### src/hdl/led_and_charger_pi_regulator_macros.svh
// Assertion macros shared by the regulator RTL.
// Stand-alone header; included by the files that carry assertions.
`ifndef LED_AND_CHARGER_PI_REGULATOR_MACROS_SVH
`define LED_AND_CHARGER_PI_REGULATOR_MACROS_SVH

// Same-cycle implication, checked outside reset.
`define LCPR_ASSERT_SAME(label, clk, rst_n, ante, cons, msg) \
    label: assert property (@(posedge clk) disable iff (!rst_n) (ante) |-> (cons)) \
        else $error(msg);

// Next-cycle implication, checked outside reset.
`define LCPR_ASSERT_NEXT(label, clk, rst_n, ante, cons, msg) \
    label: assert property (@(posedge clk) disable iff (!rst_n) (ante) |=> (cons)) \
        else $error(msg);

`endif

### src/hdl/lcpr_pkg.sv
// Package for the LED and charger PI regulator: constants, codes and the
// control/status structs between controller and datapath. No dependencies.
package lcpr_pkg;

    localparam int SAMPLE_COUNT_DEF = 8;
    localparam int ADC_BITS_DEF     = 10;
    localparam int NCO_BITS_DEF     = 20;

    localparam int TARGET_W    = 10;
    localparam int GAIN_W      = 16;
    localparam int BTARGET_W   = 12;
    localparam int KDIV_W      = 8;
    localparam int LIMIT_W     = 10;
    localparam int BV_W        = 16;
    localparam int PWM_W       = 10;
    localparam int CHG_INT_W   = 18;
    localparam int CFG_IDX_W   = 3;

    localparam int CHG_INT_MAX     = 130944;
    localparam int PWM_MAX         = 1023;
    localparam int BV_MAX          = 65535;
    localparam int LED_ERR_GAIN    = 20;
    localparam int NCO_INT_SHIFT   = 3;
    localparam int GAIN_SHIFT      = 11;
    localparam int CHG_P_SHIFT     = 7;
    localparam int TARGET_RESET    = 512;
    localparam int GAIN_RESET      = 2048;
    localparam int KI_RESET        = 3;
    localparam int KP_RESET        = 2;
    localparam int LIMIT_RESET     = 1023;

    typedef enum logic [CFG_IDX_W-1:0] {
        CFG_TARGET_LED,
        CFG_BAT_GAIN,
        CFG_BAT_TARGET,
        CFG_INT_DIV,
        CFG_PROP_DIV,
        CFG_CUR_LIMIT,
        CFG_NCO_LOW,
        CFG_NCO_HIGH
    } cfg_index_t;

    typedef enum logic [1:0] {
        DIV_BAT,
        DIV_RAMP,
        DIV_INT,
        DIV_PROP
    } div_sel_t;

    typedef enum logic [3:0] {
        S_IDLE,
        S_BDIV,
        S_BWAIT,
        S_LED,
        S_RWAIT,
        S_IDIV,
        S_IWAIT,
        S_PDIV,
        S_PWAIT,
        S_LUPD,
        S_CHG,
        S_DONE
    } state_t;

    typedef struct packed {
        logic     load;
        logic     div_start;
        div_sel_t div_sel;
        logic     take_bat;
        logic     take_ramp;
        logic     ramp_clear;
        logic     take_int;
        logic     take_prop;
        logic     led_update;
        logic     chg_update;
        logic     out_load;
    } dp_cmd_t;

    typedef struct packed {
        logic div_busy;
        logic bat_div_needed;
        logic led_active;
        logic ramp_needed;
    } dp_status_t;

endpackage

### src/hdl/lcpr_if.sv
// Request channel interfaces of the regulator: input tick and result.
// Depends on nothing; widths come from interface parameters.
interface lcpr_in_if #(
    parameter int ADC_BITS = 10
);
    logic                valid;
    logic                ready;
    logic [ADC_BITS-1:0] led_voltage;
    logic [ADC_BITS-1:0] battery_sample;
    logic [ADC_BITS-1:0] led_current;
    logic                led_run;
    logic                charger_enable;
    logic                calibration_mode;
    logic                slow_ramp_arm;
    logic                fault_clear;

    modport source (
        output valid, led_voltage, battery_sample, led_current, led_run,
               charger_enable, calibration_mode, slow_ramp_arm, fault_clear,
        input  ready
    );
    modport sink (
        input  valid, led_voltage, battery_sample, led_current, led_run,
               charger_enable, calibration_mode, slow_ramp_arm, fault_clear,
        output ready
    );
endinterface

interface lcpr_out_if #(
    parameter int NCO_BITS = 20
);
    logic                valid;
    logic                ready;
    logic [NCO_BITS-1:0] nco_increment;
    logic                nco_updated;
    logic [9:0]          pwm_duty;
    logic [15:0]         battery_voltage;
    logic                led_fault;

    modport source (
        output valid, nco_increment, nco_updated, pwm_duty, battery_voltage, led_fault,
        input  ready
    );
    modport sink (
        input  valid, nco_increment, nco_updated, pwm_duty, battery_voltage, led_fault,
        output ready
    );
endinterface

### src/hdl/lcpr_divider.sv
// Shared unsigned restoring divider, two quotient bits per cycle.
// Uses no package; started by the datapath, one division at a time.
module lcpr_divider #(
    parameter int NUM_W = 23,
    parameter int DEN_W = 16
) (
    input  logic             clk,
    input  logic             rst_n,
    input  logic             start,
    input  logic [NUM_W-1:0] num,
    input  logic [DEN_W-1:0] den,
    output logic             busy,
    output logic [NUM_W-1:0] quot
);

    localparam int ITER  = (NUM_W + 1) / 2;
    localparam int PW    = 2 * ITER;
    localparam int CNT_W = $clog2(ITER + 1);

    logic [DEN_W-1:0] rem_reg, rem_next;
    logic [DEN_W-1:0] den_reg;
    logic [PW-1:0]    work_reg, work_next;
    logic [CNT_W-1:0] cnt_reg;
    logic             busy_reg;

    // Two restoring steps per cycle; quotient bits shift in at the bottom.
    always_comb
    begin
        logic [DEN_W:0] trial;
        logic           qbit;
        rem_next  = rem_reg;
        work_next = work_reg;
        for (int k = 0; k < 2; k++)
        begin
            trial = {rem_next, work_next[PW-1]};
            qbit  = (trial >= {1'b0, den_reg});
            if (qbit)
            begin
                rem_next = DEN_W'(trial - {1'b0, den_reg});
            end
            else
            begin
                rem_next = trial[DEN_W-1:0];
            end
            work_next = {work_next[PW-2:0], qbit};
        end
    end

    always_ff @(posedge clk or negedge rst_n)
    begin
        if (!rst_n)
        begin
            busy_reg <= 1'b0;
            cnt_reg  <= '0;
        end
        else if (start)
        begin
            busy_reg <= 1'b1;
            cnt_reg  <= CNT_W'(ITER);
        end
        else if (busy_reg)
        begin
            cnt_reg  <= cnt_reg - CNT_W'(1);
            busy_reg <= (cnt_reg != CNT_W'(1));
        end
    end

    always_ff @(posedge clk)
    begin
        if (start)
        begin
            work_reg <= PW'(num);
            rem_reg  <= '0;
            den_reg  <= den;
        end
        else if (busy_reg)
        begin
            work_reg <= work_next;
            rem_reg  <= rem_next;
        end
    end

    assign busy = busy_reg;
    assign quot = work_reg[NUM_W-1:0];

endmodule

### src/hdl/lcpr_datapath.sv
// Datapath of the regulator: configuration, battery filter, both PI loops,
// fault latch and result register. Uses lcpr_pkg and lcpr_divider.
module lcpr_datapath #(
    parameter int SAMPLE_COUNT = lcpr_pkg::SAMPLE_COUNT_DEF,
    parameter int ADC_BITS     = lcpr_pkg::ADC_BITS_DEF,
    parameter int NCO_BITS     = lcpr_pkg::NCO_BITS_DEF
) (
    input  logic                             clk,
    input  logic                             rst_n,
    input  logic                             cfg_we,
    input  logic [lcpr_pkg::CFG_IDX_W-1:0]   cfg_index,
    input  logic [NCO_BITS-1:0]              cfg_data,
    input  logic [ADC_BITS-1:0]              led_voltage,
    input  logic [ADC_BITS-1:0]              battery_sample,
    input  logic [ADC_BITS-1:0]              led_current,
    input  logic                             led_run,
    input  logic                             charger_enable,
    input  logic                             calibration_mode,
    input  logic                             slow_ramp_arm,
    input  logic                             fault_clear,
    input  lcpr_pkg::dp_cmd_t                cmd,
    output lcpr_pkg::dp_status_t             status,
    output logic [NCO_BITS-1:0]              nco_increment,
    output logic                             nco_updated,
    output logic [lcpr_pkg::PWM_W-1:0]       pwm_duty,
    output logic [lcpr_pkg::BV_W-1:0]        battery_voltage,
    output logic                             led_fault
);

    localparam int IDX_W    = (SAMPLE_COUNT > 1) ? $clog2(SAMPLE_COUNT) : 1;
    localparam int SUM_W    = ADC_BITS + $clog2(SAMPLE_COUNT);
    localparam int HALF_W   = SUM_W - 1;
    localparam int SCALED_W = HALF_W + lcpr_pkg::GAIN_SHIFT;
    localparam int ERR_W    = NCO_BITS + 2;
    localparam int NUM_W    = (SCALED_W > NCO_BITS + 3) ? SCALED_W : NCO_BITS + 3;
    localparam int DEN_W    = lcpr_pkg::GAIN_W;
    localparam int INT_W    = NCO_BITS + 3;
    localparam int LI_W     = NCO_BITS + 6;
    localparam int SPAN_W   = NCO_BITS + 1;
    localparam int E_W      = 18;
    localparam int CI_W     = 20;
    localparam int CMP_W    = 12;

    // Configuration registers.
    logic [lcpr_pkg::TARGET_W-1:0]  target_reg;
    logic [lcpr_pkg::GAIN_W-1:0]    gain_reg;
    logic [lcpr_pkg::BTARGET_W-1:0] btarget_reg;
    logic [lcpr_pkg::KDIV_W-1:0]    ki_reg;
    logic [lcpr_pkg::KDIV_W-1:0]    kp_reg;
    logic [lcpr_pkg::LIMIT_W-1:0]   limit_reg;
    logic [NCO_BITS-1:0]            lo_reg;
    logic [NCO_BITS-1:0]            hi_reg;

    // Loop state.
    logic [ADC_BITS-1:0]            ring_reg [SAMPLE_COUNT];
    logic [IDX_W-1:0]               idx_reg;
    logic [SUM_W-1:0]               sum_reg;
    logic [INT_W-1:0]               led_int_reg;
    logic [NCO_BITS-1:0]            nco_reg;
    logic [lcpr_pkg::CHG_INT_W-1:0] chg_int_reg;
    logic                           slow_reg;
    logic                           fault_reg;

    // Per-tick working values.
    logic [ADC_BITS-1:0]            led_i_reg;
    logic                           run_reg;
    logic                           chg_reg;
    logic                           calib_reg;
    logic signed [ERR_W-1:0]        err_reg;
    logic signed [LI_W-1:0]         qi_reg;
    logic signed [LI_W-1:0]         qp_reg;
    logic [lcpr_pkg::BV_W-1:0]      bv_reg;
    logic [lcpr_pkg::PWM_W-1:0]     pwm_reg;
    logic                           upd_reg;

    // Result register.
    logic [NCO_BITS-1:0]            o_nco_reg;
    logic                           o_upd_reg;
    logic [lcpr_pkg::PWM_W-1:0]     o_pwm_reg;
    logic [lcpr_pkg::BV_W-1:0]      o_bv_reg;
    logic                           o_fault_reg;

    logic                           div_busy;
    logic [NUM_W-1:0]               div_quot;
    logic [NUM_W-1:0]               div_num;
    logic [DEN_W-1:0]               div_den;

    logic [SUM_W-1:0]               sum_next;
    logic [IDX_W-1:0]               idx_next;
    logic signed [ERR_W-1:0]        err_load;
    logic signed [SPAN_W-1:0]       span;
    logic [SPAN_W-1:0]              span_mag;
    logic [ERR_W-1:0]               err_mag;
    logic [lcpr_pkg::KDIV_W-1:0]    ki_eff;
    logic [lcpr_pkg::KDIV_W-1:0]    kp_eff;
    logic [HALF_W-1:0]              half;
    logic [lcpr_pkg::BV_W-1:0]      bv_calc;
    logic signed [LI_W-1:0]         q_signed;
    logic signed [ERR_W-1:0]        q_err;
    logic signed [LI_W-1:0]         li_clamped;
    logic [NCO_BITS-1:0]            nco_calc;
    logic [lcpr_pkg::CHG_INT_W-1:0] ci_calc;
    logic [lcpr_pkg::PWM_W-1:0]     pwm_calc;

    assign ki_eff = (ki_reg == '0) ? lcpr_pkg::KDIV_W'(1) : ki_reg;
    assign kp_eff = (kp_reg == '0) ? lcpr_pkg::KDIV_W'(1) : kp_reg;
    assign span   = $signed({1'b0, hi_reg}) - $signed({1'b0, lo_reg});
    assign span_mag = (span < 0) ? SPAN_W'(-span) : SPAN_W'(span);
    assign err_mag  = (err_reg < 0) ? ERR_W'(-err_reg) : ERR_W'(err_reg);
    assign half     = sum_reg[SUM_W-1:1];

    // Running ring sum: drop the oldest sample, add the new one.
    assign sum_next = sum_reg - SUM_W'(ring_reg[idx_reg]) + SUM_W'(battery_sample);
    assign idx_next = (idx_reg == IDX_W'(SAMPLE_COUNT - 1)) ? '0 : idx_reg + IDX_W'(1);
    assign err_load = $signed(ERR_W'(led_voltage)) - $signed(ERR_W'(target_reg));

    // Operand selection for the shared divider.
    always_comb
    begin
        div_num = '0;
        div_den = '0;
        case (cmd.div_sel)
            lcpr_pkg::DIV_BAT:
            begin
                div_num = NUM_W'({half, {lcpr_pkg::GAIN_SHIFT{1'b0}}});
                div_den = gain_reg;
            end
            lcpr_pkg::DIV_RAMP:
            begin
                div_num = NUM_W'(span_mag);
                div_den = DEN_W'(lcpr_pkg::LED_ERR_GAIN);
            end
            lcpr_pkg::DIV_INT:
            begin
                div_num = NUM_W'(err_mag) * NUM_W'(lcpr_pkg::LED_ERR_GAIN);
                div_den = DEN_W'(ki_eff);
            end
            lcpr_pkg::DIV_PROP:
            begin
                div_num = NUM_W'(err_mag);
                div_den = DEN_W'(kp_eff);
            end
            default:
            begin
                div_num = '0;
                div_den = '0;
            end
        endcase
    end

    lcpr_divider #(
        .NUM_W (NUM_W),
        .DEN_W (DEN_W)
    ) u_div (
        .clk   (clk),
        .rst_n (rst_n),
        .start (cmd.div_start),
        .num   (div_num),
        .den   (div_den),
        .busy  (div_busy),
        .quot  (div_quot)
    );

    // Battery voltage: raw half sum when calibrating, else corrected and saturated.
    always_comb
    begin
        if (calib_reg)
        begin
            bv_calc = lcpr_pkg::BV_W'(half);
        end
        else if (gain_reg == '0)
        begin
            bv_calc = lcpr_pkg::BV_W'(lcpr_pkg::BV_MAX);
        end
        else if (div_quot > NUM_W'(lcpr_pkg::BV_MAX))
        begin
            bv_calc = lcpr_pkg::BV_W'(lcpr_pkg::BV_MAX);
        end
        else
        begin
            bv_calc = div_quot[lcpr_pkg::BV_W-1:0];
        end
    end

    // Signed quotient: the divider works on magnitudes.
    assign q_signed = (err_reg < 0) ? -$signed(LI_W'(div_quot)) : $signed(LI_W'(div_quot));
    // Slow ramp error is minus span/20, truncated toward zero.
    assign q_err = (span < 0) ? $signed(ERR_W'(div_quot)) : -$signed(ERR_W'(div_quot));

    // LED integrator and NCO update.
    always_comb
    begin
        logic signed [LI_W-1:0] li;
        logic signed [LI_W-1:0] lo8;
        logic signed [LI_W-1:0] hi8;
        logic signed [LI_W-1:0] lo_s;
        logic signed [LI_W-1:0] hi_s;
        logic signed [LI_W-1:0] t;
        logic signed [LI_W-1:0] t_mag;
        logic signed [LI_W-1:0] n;
        li   = $signed(LI_W'(led_int_reg)) + qi_reg;
        lo8  = $signed(LI_W'({lo_reg, {lcpr_pkg::NCO_INT_SHIFT{1'b0}}}));
        hi8  = $signed(LI_W'({hi_reg, {lcpr_pkg::NCO_INT_SHIFT{1'b0}}}));
        lo_s = $signed(LI_W'(lo_reg));
        hi_s = $signed(LI_W'(hi_reg));
        if (li < lo8)
        begin
            li = lo8;
        end
        if (li > hi8)
        begin
            li = hi8;
        end
        li_clamped = li;
        t     = li + qp_reg;
        t_mag = (t < 0) ? -t : t;
        n     = t_mag >>> lcpr_pkg::NCO_INT_SHIFT;
        if (t < 0)
        begin
            n = -n;
        end
        if (n <= lo_s)
        begin
            n = lo_s;
        end
        if (n > hi_s)
        begin
            n = hi_s;
        end
        nco_calc = NCO_BITS'(n);
    end

    // Charger integrator and PWM.
    always_comb
    begin
        logic signed [E_W-1:0]  e;
        logic signed [CI_W-1:0] ci;
        logic signed [CI_W-1:0] p;
        e  = $signed(E_W'(btarget_reg)) - $signed(E_W'(bv_reg));
        ci = $signed(CI_W'(chg_int_reg)) + ($signed(CI_W'(e)) <<< 1);
        if (ci > $signed(CI_W'(lcpr_pkg::CHG_INT_MAX)))
        begin
            ci = $signed(CI_W'(lcpr_pkg::CHG_INT_MAX));
        end
        if (ci < 0)
        begin
            ci = '0;
        end
        ci_calc = lcpr_pkg::CHG_INT_W'(ci);
        p = (ci >>> lcpr_pkg::CHG_P_SHIFT) + $signed(CI_W'(e >>> 1));
        if (p < 0)
        begin
            p = '0;
        end
        if (p > $signed(CI_W'(lcpr_pkg::PWM_MAX)))
        begin
            p = $signed(CI_W'(lcpr_pkg::PWM_MAX));
        end
        pwm_calc = lcpr_pkg::PWM_W'(p);
    end

    // Configuration registers.
    always_ff @(posedge clk or negedge rst_n)
    begin
        if (!rst_n)
        begin
            target_reg  <= lcpr_pkg::TARGET_W'(lcpr_pkg::TARGET_RESET);
            gain_reg    <= lcpr_pkg::GAIN_W'(lcpr_pkg::GAIN_RESET);
            btarget_reg <= '0;
            ki_reg      <= lcpr_pkg::KDIV_W'(lcpr_pkg::KI_RESET);
            kp_reg      <= lcpr_pkg::KDIV_W'(lcpr_pkg::KP_RESET);
            limit_reg   <= lcpr_pkg::LIMIT_W'(lcpr_pkg::LIMIT_RESET);
            lo_reg      <= '0;
            hi_reg      <= '1;
        end
        else if (cfg_we)
        begin
            case (lcpr_pkg::cfg_index_t'(cfg_index))
                lcpr_pkg::CFG_TARGET_LED: target_reg  <= cfg_data[lcpr_pkg::TARGET_W-1:0];
                lcpr_pkg::CFG_BAT_GAIN:   gain_reg    <= cfg_data[lcpr_pkg::GAIN_W-1:0];
                lcpr_pkg::CFG_BAT_TARGET: btarget_reg <= cfg_data[lcpr_pkg::BTARGET_W-1:0];
                lcpr_pkg::CFG_INT_DIV:    ki_reg      <= cfg_data[lcpr_pkg::KDIV_W-1:0];
                lcpr_pkg::CFG_PROP_DIV:   kp_reg      <= cfg_data[lcpr_pkg::KDIV_W-1:0];
                lcpr_pkg::CFG_CUR_LIMIT:  limit_reg   <= cfg_data[lcpr_pkg::LIMIT_W-1:0];
                lcpr_pkg::CFG_NCO_LOW:    lo_reg      <= cfg_data;
                lcpr_pkg::CFG_NCO_HIGH:   hi_reg      <= cfg_data;
                default:                  target_reg  <= target_reg;
            endcase
        end
    end

    // Loop state.
    always_ff @(posedge clk or negedge rst_n)
    begin
        if (!rst_n)
        begin
            for (int i = 0; i < SAMPLE_COUNT; i++)
            begin
                ring_reg[i] <= '0;
            end
            idx_reg     <= '0;
            sum_reg     <= '0;
            led_int_reg <= '0;
            nco_reg     <= '0;
            chg_int_reg <= '0;
            slow_reg    <= 1'b0;
            fault_reg   <= 1'b0;
        end
        else
        begin
            if (cmd.load)
            begin
                ring_reg[idx_reg] <= battery_sample;
                idx_reg   <= idx_next;
                sum_reg   <= sum_next;
                slow_reg  <= slow_reg | slow_ramp_arm;
                fault_reg <= fault_reg & ~fault_clear;
            end
            if (cmd.ramp_clear)
            begin
                slow_reg <= 1'b0;
            end
            if (cmd.led_update)
            begin
                led_int_reg <= INT_W'(li_clamped);
                nco_reg     <= nco_calc;
            end
            if (cmd.chg_update)
            begin
                if (chg_reg)
                begin
                    chg_int_reg <= ci_calc;
                end
                if (CMP_W'(led_i_reg) >= CMP_W'(limit_reg))
                begin
                    fault_reg <= 1'b1;
                end
            end
        end
    end

    // Per-tick working values and result register.
    always_ff @(posedge clk)
    begin
        if (cmd.load)
        begin
            led_i_reg <= led_current;
            run_reg   <= led_run;
            chg_reg   <= charger_enable;
            calib_reg <= calibration_mode;
            err_reg   <= err_load;
            upd_reg   <= 1'b0;
        end
        if (cmd.take_bat)
        begin
            bv_reg <= bv_calc;
        end
        if (cmd.take_ramp)
        begin
            err_reg <= q_err;
        end
        if (cmd.take_int)
        begin
            qi_reg <= q_signed;
        end
        if (cmd.take_prop)
        begin
            qp_reg <= q_signed;
        end
        if (cmd.led_update)
        begin
            upd_reg <= 1'b1;
        end
        if (cmd.chg_update)
        begin
            pwm_reg <= chg_reg ? pwm_calc : '0;
        end
        if (cmd.out_load)
        begin
            o_nco_reg   <= nco_reg;
            o_upd_reg   <= upd_reg;
            o_pwm_reg   <= pwm_reg;
            o_bv_reg    <= bv_reg;
            o_fault_reg <= fault_reg;
        end
    end

    assign status.div_busy       = div_busy;
    assign status.bat_div_needed = ~calib_reg & (gain_reg != '0);
    assign status.led_active     = run_reg & ~fault_reg;
    assign status.ramp_needed    = slow_reg & (err_reg < 0);

    assign nco_increment   = o_nco_reg;
    assign nco_updated     = o_upd_reg;
    assign pwm_duty        = o_pwm_reg;
    assign battery_voltage = o_bv_reg;
    assign led_fault       = o_fault_reg;

endmodule

### src/hdl/lcpr_ctrl.sv
// Sequencer of the regulator: walks one tick through the datapath steps.
// Uses lcpr_pkg and the assertion macro header.
`include "led_and_charger_pi_regulator_macros.svh"

module lcpr_ctrl (
    input  logic                 clk,
    input  logic                 rst_n,
    input  logic                 in_valid,
    output logic                 in_ready,
    output logic                 out_valid,
    input  logic                 out_ready,
    input  lcpr_pkg::dp_status_t status,
    output lcpr_pkg::dp_cmd_t    cmd
);

    lcpr_pkg::state_t state_reg, state_next;
    logic             out_valid_reg, out_valid_next;

    always_comb
    begin
        state_next = state_reg;
        case (state_reg)
            lcpr_pkg::S_IDLE:
                if (in_valid) state_next = lcpr_pkg::S_BDIV;
            lcpr_pkg::S_BDIV:
                state_next = status.bat_div_needed ? lcpr_pkg::S_BWAIT : lcpr_pkg::S_LED;
            lcpr_pkg::S_BWAIT:
                if (!status.div_busy) state_next = lcpr_pkg::S_LED;
            lcpr_pkg::S_LED:
                if (!status.led_active)      state_next = lcpr_pkg::S_CHG;
                else if (status.ramp_needed) state_next = lcpr_pkg::S_RWAIT;
                else                         state_next = lcpr_pkg::S_IDIV;
            lcpr_pkg::S_RWAIT:
                if (!status.div_busy) state_next = lcpr_pkg::S_IDIV;
            lcpr_pkg::S_IDIV:
                state_next = lcpr_pkg::S_IWAIT;
            lcpr_pkg::S_IWAIT:
                if (!status.div_busy) state_next = lcpr_pkg::S_PDIV;
            lcpr_pkg::S_PDIV:
                state_next = lcpr_pkg::S_PWAIT;
            lcpr_pkg::S_PWAIT:
                if (!status.div_busy) state_next = lcpr_pkg::S_LUPD;
            lcpr_pkg::S_LUPD:
                state_next = lcpr_pkg::S_CHG;
            lcpr_pkg::S_CHG:
                state_next = lcpr_pkg::S_DONE;
            lcpr_pkg::S_DONE:
                if (!out_valid_reg || out_ready) state_next = lcpr_pkg::S_IDLE;
            default:
                state_next = lcpr_pkg::S_IDLE;
        endcase
    end

    always_comb
    begin
        cmd      = '0;
        in_ready = (state_reg == lcpr_pkg::S_IDLE);
        case (state_reg)
            lcpr_pkg::S_IDLE:
                cmd.load = in_valid;
            lcpr_pkg::S_BDIV:
                if (status.bat_div_needed)
                begin
                    cmd.div_start = 1'b1;
                    cmd.div_sel   = lcpr_pkg::DIV_BAT;
                end
                else
                begin
                    cmd.take_bat = 1'b1;
                end
            lcpr_pkg::S_BWAIT:
                cmd.take_bat = ~status.div_busy;
            lcpr_pkg::S_LED:
                if (status.led_active && status.ramp_needed)
                begin
                    cmd.div_start = 1'b1;
                    cmd.div_sel   = lcpr_pkg::DIV_RAMP;
                end
                else if (status.led_active)
                begin
                    cmd.ramp_clear = 1'b1;
                end
            lcpr_pkg::S_RWAIT:
                cmd.take_ramp = ~status.div_busy;
            lcpr_pkg::S_IDIV:
            begin
                cmd.div_start = 1'b1;
                cmd.div_sel   = lcpr_pkg::DIV_INT;
            end
            lcpr_pkg::S_IWAIT:
                cmd.take_int = ~status.div_busy;
            lcpr_pkg::S_PDIV:
            begin
                cmd.div_start = 1'b1;
                cmd.div_sel   = lcpr_pkg::DIV_PROP;
            end
            lcpr_pkg::S_PWAIT:
                cmd.take_prop = ~status.div_busy;
            lcpr_pkg::S_LUPD:
                cmd.led_update = 1'b1;
            lcpr_pkg::S_CHG:
                cmd.chg_update = 1'b1;
            lcpr_pkg::S_DONE:
                cmd.out_load = ~out_valid_reg | out_ready;
            default:
                cmd = '0;
        endcase
    end

    always_comb
    begin
        out_valid_next = out_valid_reg;
        if (cmd.out_load)
        begin
            out_valid_next = 1'b1;
        end
        else if (out_ready)
        begin
            out_valid_next = 1'b0;
        end
    end

    always_ff @(posedge clk or negedge rst_n)
    begin
        if (!rst_n)
        begin
            state_reg     <= lcpr_pkg::S_IDLE;
            out_valid_reg <= 1'b0;
        end
        else
        begin
            state_reg     <= state_next;
            out_valid_reg <= out_valid_next;
        end
    end

    assign out_valid = out_valid_reg;

    `LCPR_ASSERT_NEXT(a_load_starts_battery, clk, rst_n, cmd.load, state_reg == lcpr_pkg::S_BDIV, "accepted request did not start the battery step")
    `LCPR_ASSERT_SAME(a_div_start_idle, clk, rst_n, cmd.div_start, !status.div_busy, "divider started while busy")
    `LCPR_ASSERT_SAME(a_result_no_overwrite, clk, rst_n, cmd.out_load, !out_valid_reg || out_ready, "result overwritten before it was taken")

endmodule

### src/hdl/led_and_charger_pi_regulator.sv
// Top level of the LED and charger PI regulator.
// Uses lcpr_pkg, lcpr_if, lcpr_ctrl, lcpr_datapath (and lcpr_divider below it).
//
//  channel | direction | payload
//  --------+-----------+----------------------------------------------------------
//  tick    | in        | led_voltage, battery_sample, led_current, five mode flags
//  result  | out       | nco_increment, nco_updated, pwm_duty, battery_voltage,
//          |           | led_fault
//  cfg_*   | in        | write enable, register index, write data (no read-back)
//
// One request is worked on at a time. A tick runs its divisions one after another
// on the shared two-bit-per-cycle divider: a battery gain division unless
// calibrating or the gain is zero, and when the LED loop runs an integral and
// a proportional division, plus the slow ramp division when that override is
// active. The divider numerator is 23 bits wide by default. The result sits in
// an output register, so a new tick is taken while the previous result still
// waits. rst_n is asynchronous and active low; it clears the configuration to
// defaults and all loop state, including the ring.
module led_and_charger_pi_regulator #(
    parameter int SAMPLE_COUNT = lcpr_pkg::SAMPLE_COUNT_DEF,
    parameter int ADC_BITS     = lcpr_pkg::ADC_BITS_DEF,
    parameter int NCO_BITS     = lcpr_pkg::NCO_BITS_DEF
) (
    input  logic                           clk,
    input  logic                           rst_n,
    lcpr_in_if.sink                        tick,
    lcpr_out_if.source                     result,
    input  logic                           cfg_we,
    input  logic [lcpr_pkg::CFG_IDX_W-1:0] cfg_index,
    input  logic [NCO_BITS-1:0]            cfg_data
);

    lcpr_pkg::dp_cmd_t    cmd;
    lcpr_pkg::dp_status_t status;

    // The controller owns the handshakes and sequences the datapath steps.
    lcpr_ctrl u_ctrl (
        .clk       (clk),
        .rst_n     (rst_n),
        .in_valid  (tick.valid),
        .in_ready  (tick.ready),
        .out_valid (result.valid),
        .out_ready (result.ready),
        .status    (status),
        .cmd       (cmd)
    );

    // The datapath latches the tick on cmd.load and holds the result register.
    lcpr_datapath #(
        .SAMPLE_COUNT (SAMPLE_COUNT),
        .ADC_BITS     (ADC_BITS),
        .NCO_BITS     (NCO_BITS)
    ) u_dp (
        .clk              (clk),
        .rst_n            (rst_n),
        .cfg_we           (cfg_we),
        .cfg_index        (cfg_index),
        .cfg_data         (cfg_data),
        .led_voltage      (tick.led_voltage),
        .battery_sample   (tick.battery_sample),
        .led_current      (tick.led_current),
        .led_run          (tick.led_run),
        .charger_enable   (tick.charger_enable),
        .calibration_mode (tick.calibration_mode),
        .slow_ramp_arm    (tick.slow_ramp_arm),
        .fault_clear      (tick.fault_clear),
        .cmd              (cmd),
        .status           (status),
        .nco_increment    (result.nco_increment),
        .nco_updated      (result.nco_updated),
        .pwm_duty         (result.pwm_duty),
        .battery_voltage  (result.battery_voltage),
        .led_fault        (result.led_fault)
    );

endmodule

### src/flat_wrapper.sv
// flat-port wrapper written by rule: the top's interface ports become plain ports
module led_and_charger_pi_regulator_flat 
#(
    parameter int SAMPLE_COUNT = lcpr_pkg::SAMPLE_COUNT_DEF,
    parameter int ADC_BITS     = lcpr_pkg::ADC_BITS_DEF,
    parameter int NCO_BITS     = lcpr_pkg::NCO_BITS_DEF
)
  (clk, rst_n, cfg_we, cfg_index, cfg_data, tick_valid, tick_led_voltage, tick_battery_sample, tick_led_current, tick_led_run, tick_charger_enable, tick_calibration_mode, tick_slow_ramp_arm, tick_fault_clear, tick_ready, result_valid, result_nco_increment, result_nco_updated, result_pwm_duty, result_battery_voltage, result_led_fault, result_ready);
  lcpr_in_if #(.ADC_BITS(ADC_BITS)) tick_i ();
  lcpr_out_if #(.NCO_BITS(NCO_BITS)) result_i ();
  input  logic clk;
  input  logic rst_n;
  input  logic cfg_we;
  input  logic [lcpr_pkg::CFG_IDX_W-1:0] cfg_index;
  input  logic [NCO_BITS-1:0] cfg_data;
  input wire logic [$bits(tick_i.valid)-1:0] tick_valid;
  input wire logic [$bits(tick_i.led_voltage)-1:0] tick_led_voltage;
  input wire logic [$bits(tick_i.battery_sample)-1:0] tick_battery_sample;
  input wire logic [$bits(tick_i.led_current)-1:0] tick_led_current;
  input wire logic [$bits(tick_i.led_run)-1:0] tick_led_run;
  input wire logic [$bits(tick_i.charger_enable)-1:0] tick_charger_enable;
  input wire logic [$bits(tick_i.calibration_mode)-1:0] tick_calibration_mode;
  input wire logic [$bits(tick_i.slow_ramp_arm)-1:0] tick_slow_ramp_arm;
  input wire logic [$bits(tick_i.fault_clear)-1:0] tick_fault_clear;
  output wire logic [$bits(tick_i.ready)-1:0] tick_ready;
  output wire logic [$bits(result_i.valid)-1:0] result_valid;
  output wire logic [$bits(result_i.nco_increment)-1:0] result_nco_increment;
  output wire logic [$bits(result_i.nco_updated)-1:0] result_nco_updated;
  output wire logic [$bits(result_i.pwm_duty)-1:0] result_pwm_duty;
  output wire logic [$bits(result_i.battery_voltage)-1:0] result_battery_voltage;
  output wire logic [$bits(result_i.led_fault)-1:0] result_led_fault;
  input wire logic [$bits(result_i.ready)-1:0] result_ready;
  assign tick_i.valid = tick_valid;
  assign tick_i.led_voltage = tick_led_voltage;
  assign tick_i.battery_sample = tick_battery_sample;
  assign tick_i.led_current = tick_led_current;
  assign tick_i.led_run = tick_led_run;
  assign tick_i.charger_enable = tick_charger_enable;
  assign tick_i.calibration_mode = tick_calibration_mode;
  assign tick_i.slow_ramp_arm = tick_slow_ramp_arm;
  assign tick_i.fault_clear = tick_fault_clear;
  assign tick_ready = tick_i.ready;
  assign result_valid = result_i.valid;
  assign result_nco_increment = result_i.nco_increment;
  assign result_nco_updated = result_i.nco_updated;
  assign result_pwm_duty = result_i.pwm_duty;
  assign result_battery_voltage = result_i.battery_voltage;
  assign result_led_fault = result_i.led_fault;
  assign result_i.ready = result_ready;
  led_and_charger_pi_regulator #(.SAMPLE_COUNT(SAMPLE_COUNT), .ADC_BITS(ADC_BITS), .NCO_BITS(NCO_BITS)) u_core (.clk(clk), .rst_n(rst_n), .tick(tick_i), .result(result_i), .cfg_we(cfg_we), .cfg_index(cfg_index), .cfg_data(cfg_data));
endmodule
### config.mk
export PLATFORM = sky130hd
export DESIGN_NAME = led_and_charger_pi_regulator_flat
export DESIGN_NICKNAME = d
export VERILOG_FILES = /design/src/hdl/lcpr_pkg.sv /design/src/hdl/lcpr_if.sv /design/src/hdl/lcpr_divider.sv /design/src/hdl/lcpr_datapath.sv /design/src/hdl/lcpr_ctrl.sv /design/src/hdl/led_and_charger_pi_regulator.sv /design/src/flat_wrapper.sv
export VERILOG_INCLUDE_DIRS = /design/src /design/src/hdl
export SDC_FILE = /design/constraint.sdc
export NUM_CORES = 1
export LEC_CHECK = 0
export BUFFER_PORTS_ARGS = -buffer_cell sky130_fd_sc_hd__clkbuf_2
export CAP_MARGIN = 20
export CORE_UTILIZATION = 40
export CTS_CLUSTER_DIAMETER = 80
export DETAILED_ROUTE_END_ITERATION = 10
export SYNTH_ARGS = -nofsm -noshare
export SYNTH_HDL_FRONTEND = slang
export SYNTH_SLANG_ARGS = --single-unit
### constraint.sdc
create_clock -name clk -period 22 [get_ports clk]
set_clock_uncertainty 0.05 [all_clocks]
set_input_delay 0 -clock clk [delete_from_list [all_inputs] [get_ports clk]]
set_output_delay 0 -clock clk [all_outputs]
set_load 0.005 [all_outputs]
; ---- Word level (Yosys, flattened, before mapping)
; Cells that the tools add are included.
[totals]
ff_bits = 491
out_inout_bits = 50
elab_cells = 220
input_bits = 63
[classes]
muxes = 70
n_lt_le_gt_ge = 17
add_sub_neg = 19
mul = 1
bitwise = 12
eq_ne = 29
n_reduce_logical = 25
[ops]
columns = op, count
row1 = 26-bit two-way mux, 6
row2 = 23-bit case mux with 4 select lines, 1
row3 = 22-bit two-way mux, 4
row4 = 80-bit bitwise mux, 1
row5 = 20-bit two-way mux, 4
row6 = 16-bit two-way mux, 4
row7 = 16-bit case mux with 4 select lines, 1
row8 = 23-bit negator with 26-bit output, 2
row9 = 4-bit case mux with 12 select lines, 1
row10 = 23-bit two-way mux, 2
row11 = 22-bit negator, 2
row12 = 10-bit two-way mux, 4
row13 = 4-bit two-way mux, 9
row14 = 17-bit by 16-bit greater-or-equal comparator with 1-bit output, 2
row15 = 16-bit subtractor, 2
row16 = 10-bit binary-select mux with 3-bit select, 1
row17 = 10-bit demux with 3-bit select, 1
row18 = 24-bit by 26-bit adder with 26-bit output, 1
row19 = 26-bit adder, 1
row20 = 26-bit by 21-bit > comparator with 1-bit output, 1
row21 = 26-bit by 24-bit > comparator with 1-bit output, 1
row22 = 26-bit by 21-bit <= comparator with 1-bit output, 1
row23 = "26-bit by 1-bit less-than comparator with 1-bit output, second input constant", 1
row24 = 26-bit by 24-bit less-than comparator with 1-bit output, 1
row25 = other kinds (56), 119

; ---- Depth between registers and ports, before layout
[depth]
word_depth = 14
mapped_depth = 89
mapped_depth_nobuf = 81

; ---- Modules after synthesis
; A second synthesis with hierarchy kept.
[unflattened]
cells_unflattened = 3414
area_unflattened_um2 = 34379.2
[by_module_without_submodules]
columns = module, area_per_inst_um2, cells_per_inst, seq_area_each_um2, instances
row1 = lcpr_datapath, 29376.9, 2892, 11454.7, 1
row2 = lcpr_divider, 4501.8, 457, 1636.6, 1
row3 = lcpr_ctrl, 500.5, 65, 125.1, 1

; ---- Worst setup path after synthesis
; No wires, ideal clock.
[synth_path]
path_type = flip-flop to flip-flop
from = reg u_core.u_dp.led_int_reg[1]
to = reg u_core.u_dp.nco_reg[11]
n_path_buf = 9
path_stages_with_launch = 82
period_less_slack_ns = 14.922
arrival_ns = 14.753
required_ns = 21.830
setup_slack_ns = 7.078
setup_time_ns = 0.120
path_cell_list = dfrtp_1 ha_1 a21o_1 a21oi_1 o31ai_1 o41ai_1 o21bai_1 a21oi_1 xnor2_1 ha_1 a21oi_1 nor2b_1 o21ai_0 nand2b_1 a21oi_1 nor2b_1 o21ai_0 nand2b_1 [... 46 more ...] buf_6 buf_6 a21oi_2 ha_1 nor2b_1 o21a_1 o21a_1 o21ai_0 nand2b_1 a21oi_1 o21ai_0 o211a_1 o21ai_0 a21oi_1 a221oi_4 buf_2 o31ai_1 a31o_1
[synth_via]
elab_chain_len = 14
elab_cells_between_ends = 15
classes_between = 4 x add/sub / 5 x order compare / 6 x mux
[synth_rtl]
columns = element, line
row1 = from (decl), lcpr_datapath.sv:58  ; logic [INT_W-1:0] led_int_reg;
row2 = from (signal assigned), lcpr_datapath.sv:325  ; led_int_reg <= INT_W'(li_clamped);
row3 = 24-bit by 26-bit adder with 26-bit output (*), lcpr_datapath.sv:201  ; li = $signed(LI_W'(led_int_reg)) + qi_reg;
row4 = 26-bit by 24-bit less-than comparator with 1-bit output, lcpr_datapath.sv:206  ; if (li < lo8)
row5 = 26-bit two-way mux (*), lcpr_datapath.sv:206
row6 = 26-bit by 24-bit > comparator with 1-bit output, lcpr_datapath.sv:210  ; if (li > hi8)
row7 = 26-bit two-way mux (*), lcpr_datapath.sv:210
row8 = named net u_core.u_dp.li_clamped[18], lcpr_datapath.sv:100  ; logic signed [LI_W-1:0] li_clamped;
row9 = 26-bit adder (*), lcpr_datapath.sv:215  ; t = li + qp_reg;
row10 = 26-bit negator or 26-bit by 1-bit less-than comparator with 1-bit output (tied branches), "lcpr_datapath.sv:216, lcpr_datapath.sv:218"
row11 = 26-bit two-way mux, lcpr_datapath.sv:216  ; t_mag = (t < 0) ? -t : t;
row12 = 23-bit negator with 26-bit output, lcpr_datapath.sv:220  ; n = -n;
row13 = 26-bit two-way mux (*), lcpr_datapath.sv:218  ; if (t < 0)
row14 = 26-bit by 21-bit <= comparator with 1-bit output, lcpr_datapath.sv:222  ; if (n <= lo_s)
row15 = 26-bit two-way mux (*), lcpr_datapath.sv:222
row16 = 26-bit by 21-bit > comparator with 1-bit output, lcpr_datapath.sv:226  ; if (n > hi_s)
row17 = 20-bit two-way mux (*), lcpr_datapath.sv:226
row18 = to (signal assigned), lcpr_datapath.sv:326  ; nco_reg <= nco_calc;
row19 = to (decl), lcpr_datapath.sv:59  ; logic [NCO_BITS-1:0] nco_reg;
; The timed path passes the listed nets; every way through them passes the cells marked *.
; A chain may end at the register's enable or synchronous reset.

; ---- Final worst setup path
[layout_path]
from = reg u_core.u_dp.qi_reg[1]
to = reg u_core.u_dp.nco_reg[4]
[layout_via]
elab_chain_len = 14
elab_cells_between_ends = 15
classes_between = 4 x add/sub / 5 x order compare / 6 x mux
[layout_rtl]
columns = element, line
row1 = from (decl), lcpr_datapath.sv:70  ; logic signed [LI_W-1:0] qi_reg;
row2 = from (signal assigned), lcpr_datapath.sv:364  ; qi_reg <= q_signed;
row3 = 24-bit by 26-bit adder with 26-bit output (*), lcpr_datapath.sv:201
row4 = 26-bit by 24-bit less-than comparator with 1-bit output, lcpr_datapath.sv:206
row5 = 26-bit two-way mux (*), lcpr_datapath.sv:206
row6 = 26-bit by 24-bit > comparator with 1-bit output, lcpr_datapath.sv:210
row7 = 26-bit two-way mux (*), lcpr_datapath.sv:210
row8 = named net u_core.u_dp.li_clamped[4], lcpr_datapath.sv:100
row9 = 26-bit adder (*), lcpr_datapath.sv:215
row10 = 26-bit negator or 26-bit by 1-bit less-than comparator with 1-bit output (tied branches), "lcpr_datapath.sv:216, lcpr_datapath.sv:218"
row11 = 26-bit two-way mux, lcpr_datapath.sv:216
row12 = 23-bit negator with 26-bit output, lcpr_datapath.sv:220
row13 = 26-bit two-way mux (*), lcpr_datapath.sv:218
row14 = 26-bit by 21-bit <= comparator with 1-bit output, lcpr_datapath.sv:222
row15 = 26-bit two-way mux (*), lcpr_datapath.sv:222
row16 = 26-bit by 21-bit > comparator with 1-bit output, lcpr_datapath.sv:226
row17 = 20-bit two-way mux (*), lcpr_datapath.sv:226
; Marked as above.

==> impl_metrics.py <==
metrics = {
    "setup_path": {
        "cp-start-kind": "flip-flop",
        "worstSetupEndpointType": "flip-flop",
        "worst_r2r_startpoint": "u_core.u_dp.qi_reg[1]",
        "r2r_end": "u_core.u_dp.nco_reg[4]",
        "crit_buf_inv": 4,
        "reg2regPathDepth": 76,
        "cpMostUsedCell": "o21ai_0",
        "crit_type": "flip-flop to flip-flop",
        "slowest_delay_ps": 700,
        "critPathSlowestCell": "o41ai_1",
        "required_ps": 22440,
        "worstSetupStartpoint": "u_core.u_dp.qi_reg[1]",
        "critical-path-top-delay-family": "compound AO/OA/AOI/OAI gates",
        "crit_path_max_fanout": 35,
        "arrival_ps": 17590,
        "rrSetupSlack_ps": 4850,
    },
    "routing": {
        "wirelength_mm": 103,
        "drc": 0,
        "via_per_inst": 5.63,
        "via_count": 27100,
        "firstDrtPassIters": 8,
        "drtAntennaViolNets": 0,
        "first_iter_violations": 2208,
        "wl_per_cell_um": 21.5,
    },
    "clock_tree": {
        "clockBufferDepth": 3,
        "numCtsBuffers": 56,
        "cts-root-buf": "clkbuf_16",
        "cts.sinks": 490,
        "h-tree-depth": 2,
        "clk_pin_slew_worst_paths_ps": 60,
        "clock_latency_ps": 640,
        "cts_tree": "done",
    },
    "finish": {
        "syn2layout_area_growth_pct": 12.4,
        "finish.utilization_pct": 45.6,
        "final_common_cell": "nand2_1",
        "nets": 4014,
        "drive_above_1_share_pct": 14.8,
        "final_cell_mix": "nand2_1 (324), ha_1 (299), o21ai_0 (273)",
        "final_cells": 4814,
        "largest_reg_flops": 80,
        "multiInputGateArea_um2": 19500,
        "fill_cells": 7993,
        "seqCellArea_um2": 13200,
        "fin_area_um2": 38300,
    },
    "placement": {
        "routabilityCongestion": 0.978,
        "hpwl_mm": 79.2,
        "placed_area_um2": 35800,
        "dp_slack_ps": 4760,
        "io_buffers": 112,
        "placed_cells": 4649,
    },
    "timing": {
        "tightestPinTransition_ps": 998,
        "min_period_ps": 17150,
        "setup_tns_ps": 0,
        "slew_viol_final": 0,
        "max_freq_mhz": 58.3,
        "hold_slack_ps": -5.62,
        "setup-violations-final": 0,
        "rsz0062_at_grt": "false",
        "fin_crit_sh_pct": 78.0,
        "slew_headroom_pct": 33.2,
        "worst_slack_ps": 4850,
        "finalHoldViolations": 1,
    },
    "synth": {
        "yosysWarnings": 0,
        "ys_types": 101,
        "synth-edff-count": 200,
        "postSynthCellCount": 3507,
        "synth-seq-cells": 490,
        "ys.flop_type": "dfrtp_1",
        "synth-simple-area-share_pct": 13.3,
        "synth_fa_ha_area_share_pct": 12.2,
        "synth_top_family_by_area": "compound AO/OA/AOI/OAI gates",
        "async_flop_share_pct": 55.5,
        "avgSynthCellArea_um2": 9.71,
        "synth_mux_area_share_pct": 8.21,
        "syn_area_um2": 34000,
        "synth-xor-area-share_pct": 6.28,
        "synth.yosys.seq_area_share_pct": 38.8,
        "synth_compound_area_share_pct": 17.1,
    },
    "power_and_ir_drop": {
        "power_density_nw_per_um2": 177,
        "peakVddDrop_mv": 0.101,
        "switchingPower_mw": 3.23,
        "p_leak_nw": 16.4,
        "combPwrFrac_pct": 63.7,
        "swShare_pct": 47.6,
        "pwr-share-clk_pct": 14.0,
        "pwr-share-seq_pct": 22.3,
        "p_int_mw": 3.56,
    },
    "worst_hold_path": {
        "worstHoldStart": "tick_led_voltage[2]",
        "hold_depth": 5,
        "holdPathEnd": "u_core.u_dp.err_reg[2]",
        "hold_class": "input port to flip-flop",
    },
    "floorplanning": {
        "die_h_um": 294,
        "rows": 106,
        "die_width_um": 294,
        "start_util_pct": 40.5,
        "die-area_um2": 86300,
        "ios": 113,
        "core-area_um2": 84000,
    },
    "global_route": {
        "grt_max_degree": 116,
        "antenna_found_initial": 0,
        "grt_pass1_vias": 25500,
        "grt_use_total_pct": 23.7,
        "grt_pass1_wl_mm": 156,
        "grt-ovfl-total": 0,
    },
    "status": {
        "violations": "hold timing",
        "status": "complete, but fails checks",
    },
    "flow_run": {
        "max-cap-violations": 0,
    },
}
-- worst reg2reg max path: cells and delay by family (launching register included) --
kind	cells	cell delay, ps
simple gates	13	1920
buf+inv	4	1350
mux	4	1200
flops	1	410
xor+xnor	3	930
fa+ha+maj	8	2670
compound gates	44	8500
-- area by class of cell --
type                       instances  area share (%)
timing repair buffer             202            3.69
clock inverter                    38           0.938
sequential                       490            34.5
antenna                            1         0.00654
inverter                         231            2.27
multi-input combinational       2651            50.9
clock buffer                      67            3.93
tap                             1134            3.71
-- kinds of logic (layout without fill, tap and decap cells) --
family                   count (synthesis)  count (layout)
buffers and inverters                  367             538
AND/OR/NAND/NOR                        929             929
AO/OA/AOI/OAI                          919             919
other                                    1               3
multiplexers                           238             238
flip-flops                             490             490
XOR/XNOR                               244             244
adder cells (fa/ha/maj)                319             319
-- layer usage --
metal  part of all wire (%)  routed length [um]  global-route usage, %  up-vias
met4                    3.1                3150                   7.27        0
met2                     46               47100                   38.0      931
met1                     45               46400                   32.8    13000
met5                      0                   0                      0        -
met3                    6.4                6640                   3.72      178
li1                       -                   -                      -    13000
-- Yosys cell counts, types with 12 or more instances --
library cell / n / share of area [%]
a211oi_1: 23 / 0.51
a21boi_0: 14 / 0.31
a21o_1: 68 / 1.5
a21oi_1: 246 / 3.6
a31o_1: 13 / 0.33
a31oi_1: 19 / 0.35
and2_1: 16 / 0.29
and3_1: 30 / 0.55
buf_1: 12 / 0.13
buf_2: 14 / 0.21
clkbuf_1: 106 / 1.2
dfrtp_1: 237 / 17
dfstp_2: 35 / 2.7
dfxtp_1: 18 / 1.1
edfxtp_1: 200 / 18
fa_1: 20 / 1.2
ha_1: 299 / 11
inv_1: 230 / 2.5
mux2_2: 190 / 6.3
mux2i_1: 28 / 0.82
nand2_1: 324 / 3.6
nand2b_1: 36 / 0.66
nand3_1: 56 / 0.82
nand4_1: 41 / 0.75
nor2_1: 188 / 2.1
nor2b_1: 39 / 0.72
nor3_1: 64 / 0.94
nor3b_1: 14 / 0.31
nor4_1: 19 / 0.35
o211ai_1: 17 / 0.37
o21a_1: 40 / 0.88
o21ai_0: 273 / 4.0
o21bai_1: 19 / 0.42
o31ai_1: 49 / 1.1
or2_2: 17 / 0.31
or3_1: 38 / 0.70
xnor2_1: 175 / 4.5
xor2_1: 69 / 1.8
-- metrics by stage --
step           power (mW)  hold slack [ps]
2_1_floorplan        4.61             -346
3_3_place_gp         5.73              110
3_5_place_dp         5.75              104
4_1_cts              6.74             2.20
5_1_grt              7.30             29.1
6_report             6.78            -5.62
-- power by group through the flow --
stage          Clock (mW)  Sequential, mW  Combinational (mW)
6_report            0.949            1.52                4.32
5_1_grt              1.00            1.53                4.77
4_1_cts             0.967            1.51                4.26
3_5_place_dp            0            1.52                4.23
3_3_place_gp            0            1.52                4.21
2_1_floorplan           0            1.39                3.22
-- repair_timing --
item	4_1_cts	5_1_grt
endpoints found under the hold margin	317	1
gates resized for setup	0	0
hold buffers	54	2
setup buffers	0	0
-- how the worst max path moves through the flow --
stage / end / cells past startpoint / slack (ps)
2_1_floorplan: u_core.u_dp.nco_reg[11] / 81 / 7080
3_3_place_gp: u_core.u_dp.nco_reg[10] / 76 / 5180
3_5_place_dp: u_core.u_dp.nco_reg[4] / 76 / 4760
4_1_cts: u_core.u_dp.nco_reg[4] / 76 / 4740
5_1_grt: u_core.u_dp.nco_reg[5] / 76 / 3610
6_report: u_core.u_dp.nco_reg[4] / 76 / 4850
Power figures use the tool's default switching activity.
